## config.mk

```make
export PLATFORM = sky130hd
export DESIGN_NAME = software_timer_bank
export DESIGN_NICKNAME = d
export VERILOG_FILES = /design/src/hw/rtl/stb_pkg.sv /design/src/hw/rtl/stb_ram.sv /design/src/hw/rtl/stb_ctrl.sv /design/src/hw/rtl/stb_dp.sv /design/src/hw/rtl/software_timer_bank.sv
export SDC_FILE = /design/constraint.sdc
export NUM_CORES = 1
export LEC_CHECK = 0
export BUFFER_PORTS_ARGS = -buffer_cell sky130_fd_sc_hd__buf_4
export CORE_MARGIN = 1
export CORE_UTILIZATION = 63
export DETAILED_ROUTE_END_ITERATION = 8
export HOLD_SLACK_MARGIN = 0.12
export PLACE_DENSITY = 0.87
export SLEW_MARGIN = 20
export SYNTH_ARGS = -nofsm -noshare
export SYNTH_HDL_FRONTEND = slang
export SYNTH_SLANG_ARGS = --single-unit
```

## constraint.sdc

```tcl
create_clock -name clk -period 17.8 [get_ports clk]
set_input_delay 0 -clock clk [delete_from_list [all_inputs] [get_ports clk]]
set_output_delay 0 -clock clk [all_outputs]
set_load 0.05 [all_outputs]
```

## src/hw/rtl/stb_pkg.sv

```systemverilog
// Shared types and constants for the software timer bank.
package stb_pkg;

  localparam int OP_W    = 3;
  localparam int DUR_W   = 16;
  localparam int SEL_W   = 3;
  localparam int STAT_W  = 2;
  localparam int SLOT_W  = 3;
  localparam int VAL_W   = 16;
  localparam int TIME_W  = 16;
  localparam int INC_W   = 8;
  localparam int IN_W    = 24;  // 22 payload bits, padded to whole bytes
  localparam int OUT_W   = 40;  // 37 payload bits, padded to whole bytes

  // slot entry in RAM: {one_shot, target, elapsed}
  localparam int ENTRY_W = 1 + DUR_W + VAL_W;

  localparam int MAX_REPORTS = 8;
  localparam int CNT_W       = 4;

  localparam logic [INC_W-1:0] TICK_INC_RESET = 8'd2;

  localparam logic [OP_W-1:0] OP_TICK     = 3'd0;
  localparam logic [OP_W-1:0] OP_ONCE     = 3'd1;
  localparam logic [OP_W-1:0] OP_PERIODIC = 3'd2;
  localparam logic [OP_W-1:0] OP_CANCEL   = 3'd3;
  localparam logic [OP_W-1:0] OP_READ     = 3'd4;
  localparam logic [OP_W-1:0] OP_WAIT     = 3'd5;

  localparam logic [STAT_W-1:0] ST_OK       = 2'd0;
  localparam logic [STAT_W-1:0] ST_NO_SLOT  = 2'd1;
  localparam logic [STAT_W-1:0] ST_ZERO_DUR = 2'd2;

  typedef struct packed {
    logic accept;         // capture input word
    logic tick_start;     // advance time, reset sweep pointer and report count
    logic scan_start;     // pointer to highest slot for allocation
    logic ptr_inc;
    logic ptr_dec;
    logic rd_ptr;         // RAM read at sweep pointer
    logic rd_sel;         // RAM read at selected slot
    logic alloc;          // claim slot at pointer
    logic no_slot;
    logic refuse;
    logic finish_simple;  // cancel, wait start, unused codes
    logic read_done;
    logic tick_upd;       // write back one slot after a tick
    logic push_mid;       // held result out, not last
    logic push_last;      // held result out, last
  } stb_cmd_t;

  typedef struct packed {
    logic [OP_W-1:0] op;
    logic dur_zero;
    logic sel_ok;
    logic ptr_active;
    logic ptr_last;
    logic ptr_one;
    logic hit;
    logic cnt_zero;
    logic cnt_full;
    logic out_free;
  } stb_sts_t;

endpackage

```

## src/hw/rtl/stb_ram.sv

```systemverilog
// Generic single-write, single-read RAM with registered read data.
module stb_ram #(
  parameter int WIDTH = 8,
  parameter int DEPTH = 16
) (
  input  logic                     clk,
  input  logic                     wr_en,
  input  logic [$clog2(DEPTH)-1:0] wr_addr,
  input  logic [WIDTH-1:0]         wr_data,
  input  logic                     rd_en,
  input  logic [$clog2(DEPTH)-1:0] rd_addr,
  output logic [WIDTH-1:0]         rd_data
);

  logic [WIDTH-1:0] mem [DEPTH];

  always_ff @(posedge clk) begin
    if (wr_en) begin
      mem[wr_addr] <= wr_data;
    end
    if (rd_en) begin
      rd_data <= mem[rd_addr];
    end
  end

endmodule

```

## src/hw/rtl/stb_ctrl.sv

```systemverilog
// Sequencing state machine for the software timer bank.
module stb_ctrl
  import stb_pkg::*;
(
  input  logic     clk,
  input  logic     rst,
  input  logic     in_valid,
  output logic     in_ready,
  input  stb_sts_t sts,
  output stb_cmd_t cmd
);

  localparam logic [2:0] S_IDLE   = 3'd0;
  localparam logic [2:0] S_DECODE = 3'd1;
  localparam logic [2:0] S_SCAN   = 3'd2;
  localparam logic [2:0] S_RWAIT  = 3'd3;
  localparam logic [2:0] S_TCHECK = 3'd4;
  localparam logic [2:0] S_TUPD   = 3'd5;
  localparam logic [2:0] S_EMIT   = 3'd6;

  logic [2:0] state, state_next;
  logic       mid_push;

  assign in_ready = (state == S_IDLE);
  // a new expiry displaces an already held one
  assign mid_push = sts.hit && !sts.cnt_zero && !sts.cnt_full;

  always_comb begin
    cmd        = '0;
    state_next = state;
    unique case (state)
      S_IDLE: begin
        if (in_valid) begin
          cmd.accept = 1'b1;
          state_next = S_DECODE;
        end
      end
      S_DECODE: begin
        unique case (sts.op)
          OP_TICK: begin
            cmd.tick_start = 1'b1;
            state_next     = S_TCHECK;
          end
          OP_ONCE, OP_PERIODIC: begin
            if (sts.dur_zero) begin
              cmd.refuse = 1'b1;
              state_next = S_EMIT;
            end else begin
              cmd.scan_start = 1'b1;
              state_next     = S_SCAN;
            end
          end
          OP_READ: begin
            cmd.rd_sel = sts.sel_ok;
            state_next = S_RWAIT;
          end
          default: begin
            cmd.finish_simple = 1'b1;
            state_next        = S_EMIT;
          end
        endcase
      end
      S_SCAN: begin
        if (!sts.ptr_active) begin
          cmd.alloc  = 1'b1;
          state_next = S_EMIT;
        end else if (sts.ptr_one) begin
          cmd.no_slot = 1'b1;
          state_next  = S_EMIT;
        end else begin
          cmd.ptr_dec = 1'b1;
        end
      end
      S_RWAIT: begin
        cmd.read_done = 1'b1;
        state_next    = S_EMIT;
      end
      S_TCHECK: begin
        if (sts.ptr_active) begin
          cmd.rd_ptr = 1'b1;
          state_next = S_TUPD;
        end else if (sts.ptr_last) begin
          state_next = S_EMIT;
        end else begin
          cmd.ptr_inc = 1'b1;
        end
      end
      S_TUPD: begin
        if (!mid_push || sts.out_free) begin
          cmd.tick_upd = 1'b1;
          cmd.push_mid = mid_push;
          if (sts.ptr_last) begin
            state_next = S_EMIT;
          end else begin
            cmd.ptr_inc = 1'b1;
            state_next  = S_TCHECK;
          end
        end
      end
      S_EMIT: begin
        if (sts.out_free) begin
          cmd.push_last = 1'b1;
          state_next    = S_IDLE;
        end
      end
      default: begin
        state_next = S_IDLE;
      end
    endcase
  end

  always_ff @(posedge clk) begin
    if (rst) begin
      state <= S_IDLE;
    end else begin
      state <= state_next;
    end
  end

endmodule

```

## src/hw/rtl/stb_dp.sv

```systemverilog
// Datapath: slot RAM, active bits, time counter, result and output registers.
module stb_dp
  import stb_pkg::*;
#(
  parameter int TIMER_COUNT = 7
) (
  input  logic              clk,
  input  logic              rst,
  input  stb_cmd_t          cmd,
  output stb_sts_t          sts,
  input  logic [IN_W-1:0]   in_data,
  input  logic              cfg_wr_en,
  input  logic [INC_W-1:0]  cfg_wr_data,
  input  logic              out_ready,
  output logic              out_valid,
  output logic [OUT_W-1:0]  out_data,
  output logic              out_expired,
  output logic              out_last
);

  localparam int NSLOTS = TIMER_COUNT + 1;
  localparam int SW     = $clog2(NSLOTS);
  localparam int IW     = (SW > SLOT_W) ? SW : SLOT_W;

  logic [OP_W-1:0]   op_r;
  logic [DUR_W-1:0]  dur_r;
  logic [SEL_W-1:0]  sel_r;
  logic [SW-1:0]     ptr;
  logic [CNT_W-1:0]  cnt;
  logic [NSLOTS-1:0] active;
  logic [TIME_W-1:0] gt;
  logic [INC_W-1:0]  tick_inc;

  logic [STAT_W-1:0] res_status;
  logic [SLOT_W-1:0] res_slot;
  logic              res_expired;
  logic [VAL_W-1:0]  res_value;

  logic [STAT_W-1:0] o_status;
  logic [SLOT_W-1:0] o_slot;
  logic [VAL_W-1:0]  o_value;
  logic [TIME_W-1:0] o_time;

  logic               wr_en, rd_en;
  logic [SW-1:0]      wr_addr, rd_addr;
  logic [ENTRY_W-1:0] wr_data, rd_data;

  logic [IW-1:0]     sel_ext, ptr_ext;
  logic [SW-1:0]     sel_idx;
  logic              sel_ok;
  logic [VAL_W-1:0]  rd_elapsed, el_new;
  logic [DUR_W-1:0]  rd_target;
  logic              rd_one_shot;
  logic              hit;
  logic              out_free;
  logic              push;

  assign sel_ext = IW'(sel_r);
  assign ptr_ext = IW'(ptr);
  assign sel_idx = sel_ext[SW-1:0];
  assign sel_ok  = (32'(sel_r) <= TIMER_COUNT);

  assign rd_elapsed  = rd_data[VAL_W-1:0];
  assign rd_target   = rd_data[VAL_W +: DUR_W];
  assign rd_one_shot = rd_data[ENTRY_W-1];
  assign el_new      = rd_elapsed + VAL_W'(tick_inc);
  assign hit         = (el_new >= rd_target);

  assign out_free = !out_valid || out_ready;
  assign push     = cmd.push_mid || cmd.push_last;

  assign sts.op         = op_r;
  assign sts.dur_zero   = (dur_r == '0);
  assign sts.sel_ok     = sel_ok;
  assign sts.ptr_active = active[ptr];
  assign sts.ptr_last   = (ptr == SW'(TIMER_COUNT));
  assign sts.ptr_one    = (ptr == SW'(1));
  assign sts.hit        = hit;
  assign sts.cnt_zero   = (cnt == '0);
  assign sts.cnt_full   = (cnt == CNT_W'(MAX_REPORTS));
  assign sts.out_free   = out_free;

  // RAM port steering; an expired one-shot keeps its advanced count for later reads
  always_comb begin
    wr_en   = 1'b0;
    wr_addr = ptr;
    wr_data = {rd_one_shot, rd_target, (hit && !rd_one_shot) ? VAL_W'(0) : el_new};
    if (cmd.alloc) begin
      wr_en   = 1'b1;
      wr_data = {op_r == OP_ONCE, dur_r, VAL_W'(0)};
    end else if (cmd.tick_upd) begin
      wr_en = 1'b1;
    end else if (cmd.finish_simple && op_r == OP_WAIT) begin
      wr_en   = 1'b1;
      wr_addr = '0;
      wr_data = {1'b1, dur_r, VAL_W'(0)};
    end
  end

  assign rd_en   = cmd.rd_ptr || cmd.rd_sel;
  assign rd_addr = cmd.rd_sel ? sel_idx : ptr;

  stb_ram #(
    .WIDTH (ENTRY_W),
    .DEPTH (NSLOTS)
  ) u_slots (
    .clk     (clk),
    .wr_en   (wr_en),
    .wr_addr (wr_addr),
    .wr_data (wr_data),
    .rd_en   (rd_en),
    .rd_addr (rd_addr),
    .rd_data (rd_data)
  );

  // input capture and sweep pointer
  always_ff @(posedge clk) begin
    if (cmd.accept) begin
      op_r  <= in_data[OP_W-1:0];
      dur_r <= in_data[OP_W +: DUR_W];
      sel_r <= in_data[OP_W+DUR_W +: SEL_W];
    end
    if (cmd.tick_start) begin
      ptr <= '0;
    end else if (cmd.scan_start) begin
      ptr <= SW'(TIMER_COUNT);
    end else if (cmd.ptr_inc) begin
      ptr <= ptr + 1'b1;
    end else if (cmd.ptr_dec) begin
      ptr <= ptr - 1'b1;
    end
  end

  // control state: active bits, time, tick increment, report count
  always_ff @(posedge clk) begin
    if (rst) begin
      active   <= '0;
      gt       <= '0;
      tick_inc <= TICK_INC_RESET;
      cnt      <= '0;
    end else begin
      if (cfg_wr_en) begin
        tick_inc <= cfg_wr_data;
      end
      if (cmd.tick_start) begin
        gt  <= gt + TIME_W'(tick_inc);
        cnt <= '0;
      end
      if (cmd.alloc) begin
        active[ptr] <= 1'b1;
      end
      if (cmd.tick_upd && hit) begin
        if (rd_one_shot) begin
          active[ptr] <= 1'b0;
        end
        if (!sts.cnt_full) begin
          cnt <= cnt + 1'b1;
        end
      end
      if (cmd.finish_simple) begin
        if (op_r == OP_CANCEL && sel_ok) begin
          active[sel_idx] <= 1'b0;
        end
        if (op_r == OP_WAIT) begin
          active[0] <= (dur_r != '0);
        end
      end
    end
  end

  // pending result
  always_ff @(posedge clk) begin
    if (cmd.tick_start) begin
      res_status  <= ST_OK;
      res_slot    <= '0;
      res_expired <= 1'b0;
      res_value   <= '0;
    end else if (cmd.refuse || cmd.no_slot) begin
      res_status  <= cmd.refuse ? ST_ZERO_DUR : ST_NO_SLOT;
      res_slot    <= '0;
      res_expired <= 1'b0;
      res_value   <= '0;
    end else if (cmd.alloc) begin
      res_status  <= ST_OK;
      res_slot    <= ptr_ext[SLOT_W-1:0];
      res_expired <= 1'b0;
      res_value   <= '0;
    end else if (cmd.read_done) begin
      res_status  <= ST_OK;
      res_slot    <= sel_r;
      res_expired <= 1'b0;
      res_value   <= sel_ok ? rd_elapsed : VAL_W'(0);
    end else if (cmd.finish_simple) begin
      res_status  <= ST_OK;
      res_slot    <= (op_r == OP_CANCEL) ? sel_r : SLOT_W'(0);
      res_expired <= 1'b0;
      res_value   <= '0;
    end else if (cmd.tick_upd && hit && !sts.cnt_full) begin
      res_status  <= ST_OK;
      res_slot    <= ptr_ext[SLOT_W-1:0];
      res_expired <= 1'b1;
      res_value   <= '0;
    end
  end

  // output register
  always_ff @(posedge clk) begin
    if (rst) begin
      out_valid <= 1'b0;
    end else if (push) begin
      out_valid <= 1'b1;
    end else if (out_ready) begin
      out_valid <= 1'b0;
    end
  end

  always_ff @(posedge clk) begin
    if (push) begin
      o_status    <= res_status;
      o_slot      <= res_slot;
      out_expired <= res_expired;
      o_value     <= res_value;
      o_time      <= gt;
      out_last    <= cmd.push_last;
    end
  end

  assign out_data = {3'b000, o_time, o_value, o_slot, o_status};

endmodule

```

## src/hw/rtl/software_timer_bank.sv

```systemverilog
// Software timer bank: TIMER_COUNT+1 timer slots, time counter, expiry reporting.
// Steps: a tick sweeps the slot RAM up from slot 0, reading and writing back each active slot
//   and holding while a displaced expiry waits for the output register; a start scans down to
//   the highest free slot; cancel, wait and unused codes end at decode; read data is registered.
// Throughput: one word at a time; the next word is taken once the last result is in the
//   output register, which may still wait on m_axis_tready.
// Reset (rst, synchronous): all slots inactive, time 0, tick increment 2, output empty.
module software_timer_bank
  import stb_pkg::*;
#(
  parameter int TIMER_COUNT = 7
) (
  input  logic             clk,
  input  logic             rst,
  // input words
  input  logic             s_axis_tvalid,
  output logic             s_axis_tready,
  input  logic [IN_W-1:0]  s_axis_tdata,   // operation[2:0], duration[18:3], slot_select[21:19]
  // result words
  output logic             m_axis_tvalid,
  input  logic             m_axis_tready,
  output logic [OUT_W-1:0] m_axis_tdata,   // status[1:0], slot_index[4:2],
                                           // elapsed_value[20:5], time_now[36:21]
  output logic             m_axis_tuser,   // expired
  output logic             m_axis_tlast,   // final result of the input word
  // tick increment register
  input  logic             cfg_wr_en,
  input  logic [INC_W-1:0] cfg_wr_data
);

  stb_cmd_t cmd;
  stb_sts_t sts;

  // controller: walks decode, slot scan, tick sweep and result hand-off
  stb_ctrl u_ctrl (
    .clk      (clk),
    .rst      (rst),
    .in_valid (s_axis_tvalid),
    .in_ready (s_axis_tready),
    .sts      (sts),
    .cmd      (cmd)
  );

  // datapath: slot RAM with {one_shot, target, elapsed}, active flags in flops,
  // one held result so the last expiry of a tick can be flagged once the sweep ends
  stb_dp #(
    .TIMER_COUNT (TIMER_COUNT)
  ) u_dp (
    .clk         (clk),
    .rst         (rst),
    .cmd         (cmd),
    .sts         (sts),
    .in_data     (s_axis_tdata),
    .cfg_wr_en   (cfg_wr_en),
    .cfg_wr_data (cfg_wr_data),
    .out_ready   (m_axis_tready),
    .out_valid   (m_axis_tvalid),
    .out_data    (m_axis_tdata),
    .out_expired (m_axis_tuser),
    .out_last    (m_axis_tlast)
  );

endmodule

```

==> metrics.txt <==
outcome=finished, final reports clean; Slew @ Worst Pin=about 1.1 ns; initial antenna violation count=0; Largest delay share family, worst path=compound AO/OA/AOI/OAI gates; IO Pins=81; Clk Latency, worst-skew pair=about 0.54 ns; routed len/inst=about 20 microns; Reg2Reg Setup Slack=roughly 12 ns; port bufs=between 70 and 80; Top FF cell, synth=edfxtp_1; CP endpoint kind=flip-flop; register area share after synthesis=66.97%; Die Ht=approximately 170 microns; Pwr Density=about 150 mW/mm^2; FF-to-FF End=u_dp.o_value[8]; Slew headroom=25.13%; depth of the CTS H-tree=2; Design Power=approximately 3100 uW; most common cell after layout, fill and taps aside=edfxtp_1; Setup crit end=u_dp.o_value[8]; peak supply drop=0.0001753 V; Yosys reg bits=~420; Largest stage delay, worst path=roughly 0.84 ns; Final period util=32.84%; CTS Root Cell=clkbuf_16; worst r2r path cells=18; Cells after Synth=1506; Worst EP arrival=6.00 ns; EDFF count, synth=around 360; clock tree buffer depth=3; Avg Cell Area, Syn=around 12 sq um; via count=roughly 12000; Via density=around 6.2; grt total ovfl=0; Post-DP Area=about 0.019 sq mm; Yosys warning count=0; wire length of the first global-routing pass=around 64000 microns; FP Rows=slightly above 60; Mapped Area=roughly 0.018 sq mm; DRT antenna net count=0; CTS tree=done; Final GP Congestion=around 0.9; unrepaired setup endpoints after global routing=false; worst setup path startpoint=u_dp.tick_inc[0]; Area Overhead vs Synth=15.02%; design area=around 0.021 sq mm; FF-to-FF Start=u_dp.tick_inc[0]; Setup Fix Bufs, Post-CTS=0; CP Cell Sequence=ha_1 -> inv_1 -> fa_1 -> nor2b_1 -> o21ai_0 -> a21boi_0 -> o21ai_0 -> a21oi_1 -> nand3_1 -> xnor2_1 -> ha_1 -> nand4_1 -> a211oi_2 -> a2111oi_4 -> buf_4 -> nor2_1 -> a21boi_0 -> nor2_4; Initial Utilization=64.42%; largest net degree at the start of global routing=100; critical path class=reg2reg; Post-CTS Hold Fix Bufs=just under 50; vias in the first global route=12170; CP max stage cell=nor2_4; clk sinks=~420; Fin Setup TNS=0 ns; die area=approximately 0.029 sq mm; library cells used by synthesis=77; FFs w/ async S/R, synth=0%; clock skew=approximately 0.012 ns; die width=around 170 microns; DRC violations left=0; starting DRC count in detailed routing=1531; Final Max Slew Viols=0; Max Cap Viol=0; most frequent cells in the layout=edfxtp_1, nand2_1, nand3_1; Static Leak=0.007684 uW; # fillers=around 1700; CP startpoint kind=flip-flop; Worst-path clk slew=0.06 ns; PostCTS Resize Cnt=0; Pre-antenna DRT Iters=6; Final Routed Wirelength=41050 microns; Max Clk Rate=around 170 MHz; CP Depth=18; Final nets=1686; endpoints failing hold=0; gr usage total=28.54%; TritonCTS buffer count=between 40 and 50; CP max FO=39; Antenna Cells=0; critical path data required time=approximately 18 ns; layout cells sized above 1=between 10% and 20%; core area=approximately 0.028 sq mm; worst hold path class=in2reg; # setup viols final=0; dpl hpwl=about 22000 microns; min cycle time layout=~6 ns; Crit path buffers/inverters=2
-- synth_stat cells, drive strengths merged, types with 3 or more instances --
master,count,area (sq um)
and3,4,25.02
inv,40,150.1
edfxtp,358,10750
nor2b,16,100.1
nand2b,9,63.81
nand2,330,1239
mux2,22,247.7
nor4,4,25.02
or3,8,50.05
o21ai,53,265.3
mux2i,15,157.7
o211ai,4,35.03
a31o,3,26.28
a21o,7,52.55
ha,38,475.5
dfxtp,65,1301
a2111oi,4,80.07
xor2,3,26.28
clkbuf,50,187.7
xnor2,18,157.7
and2,6,37.54
a31oi,9,56.30
nor2,79,299.0
o21a,6,46.30
a21oi,42,210.2
buf,33,192.7
o221a,4,45.04
nand3,187,940.9
a211oi,8,70.06
a22oi,18,135.1
o31ai,3,22.52
nand4,7,56.30
a21boi,5,37.54
o211a,5,50.05
nor3,12,60.06
-- metal layers --
metal  vias to the layer above  GRT usage [%]  part of all wire [%]
li1                       5636              -                     -
met1                      5946          36.79                    38
met2                       796          48.29                    50
met3                       114          4.534                    10
met4                         0          11.96                   2.7
met5                         -              0                     0
-- cell type report --
cell class,count,area (sq um),share of cell area [%]
sequential,423,12050,58.23
timing repair buffer,141,1189,5.743
clock buffer,59,1187,5.737
clock inverter,14,101.3,0.4897
multi-input combinational,961,5540,26.77
tap,378,473.0,2.285
inverter,41,155.1,0.7496
-- kinds of logic (layout without fill, tap and decap cells) --
kind of cell / Yosys count / count (layout) / share of synthesized area (%)
and+or+nand+nor: 672 / 672 / 16.66
DFF: 423 / 423 / 66.97
AOI/OAI and AO/OA: 186 / 186 / 7.051
buffers and inverters: 124 / 255 / 2.976
adders and majority gates: 41 / 41 / 2.920
muxes: 38 / 38 / 2.378
xor gates and xnor gates: 21 / 21 / 1.022
other: 1 / 3 / 0.02084
-- metrics by stage --
step | std cells | setup WS, ns | utilization (%) | hold WS [ns]
after detailed placement | 1895 | 12.31 | 67.65 | 0.1793
after floorplan | 1508 | 11.53 | - | 0.09887
after global placement | 1895 | 12.47 | 67.65 | 0.1782
after CTS | 2017 | 12.11 | 74.02 | 0.1724
after global routing | 2017 | 11.75 | 74.09 | 0.1812
final | 2017 | 11.95 | 74.09 | 0.1880
-- how the worst min path moves through the flow --
stage | startpoint | end | slack [ns] | depth (start not counted)
2_1_floorplan | s_axis_tdata[3] | u_dp.dur_r[0] | 0.1 | 0
3_3_place_gp | s_axis_tdata[2] | u_dp.op_r[2] | 0.18 | 1
3_5_place_dp | s_axis_tdata[12] | u_dp.dur_r[9] | 0.18 | 1
4_1_cts | s_axis_tdata[7] | u_dp.dur_r[4] | 0.17 | 2
5_1_grt | s_axis_tdata[10] | u_dp.dur_r[7] | 0.18 | 2
6_report | s_axis_tdata[10] | u_dp.dur_r[7] | 0.19 | 2
-- power breakdown --
part	leakage (uW)	internal [uW]	switching, uW
Combinational	0.00326	282	628
Clock	0.000633	479	353
Sequential	0.00379	1270	77.8
Total	0.00768	2030	1060
-- worst reg2reg max path, stage by stage (launching register included) --
cell,delay [ns]
dfxtp_1,0.44
ha_1,0.22
inv_1,0.07
fa_1,0.46
nor2b_1,0.15
o21ai_0,0.12
a21boi_0,0.42
o21ai_0,0.21
a21oi_1,0.47
nand3_1,0.22
xnor2_1,0.36
ha_1,0.23
nand4_1,0.12
a211oi_2,0.27
a2111oi_4,0.12
buf_4,0.21
nor2_1,0.24
a21boi_0,0.28
nor2_4,0.84
-- registers in the layout, summed over array words and instances, names as in the netlist, 2 cells and up --
signal / flops
u_dp.u_slots.mem: 264
u_dp.o_value: 16
u_dp.active: 8
u_dp.dur_r: 16
u_dp.op_r: 3
u_ctrl.state: 3
u_dp.res_status: 2
u_dp.gt: 16
u_dp.o_slot: 3
u_dp.o_status: 2
u_dp.o_time: 16
u_dp.cnt: 4
u_dp.tick_inc: 8
u_dp.u_slots.rd_data: 33
u_dp.res_value: 16
u_dp.ptr: 3
u_dp.sel_ext: 3
u_dp.res_slot: 3
(Power assumes the default switching activity.)
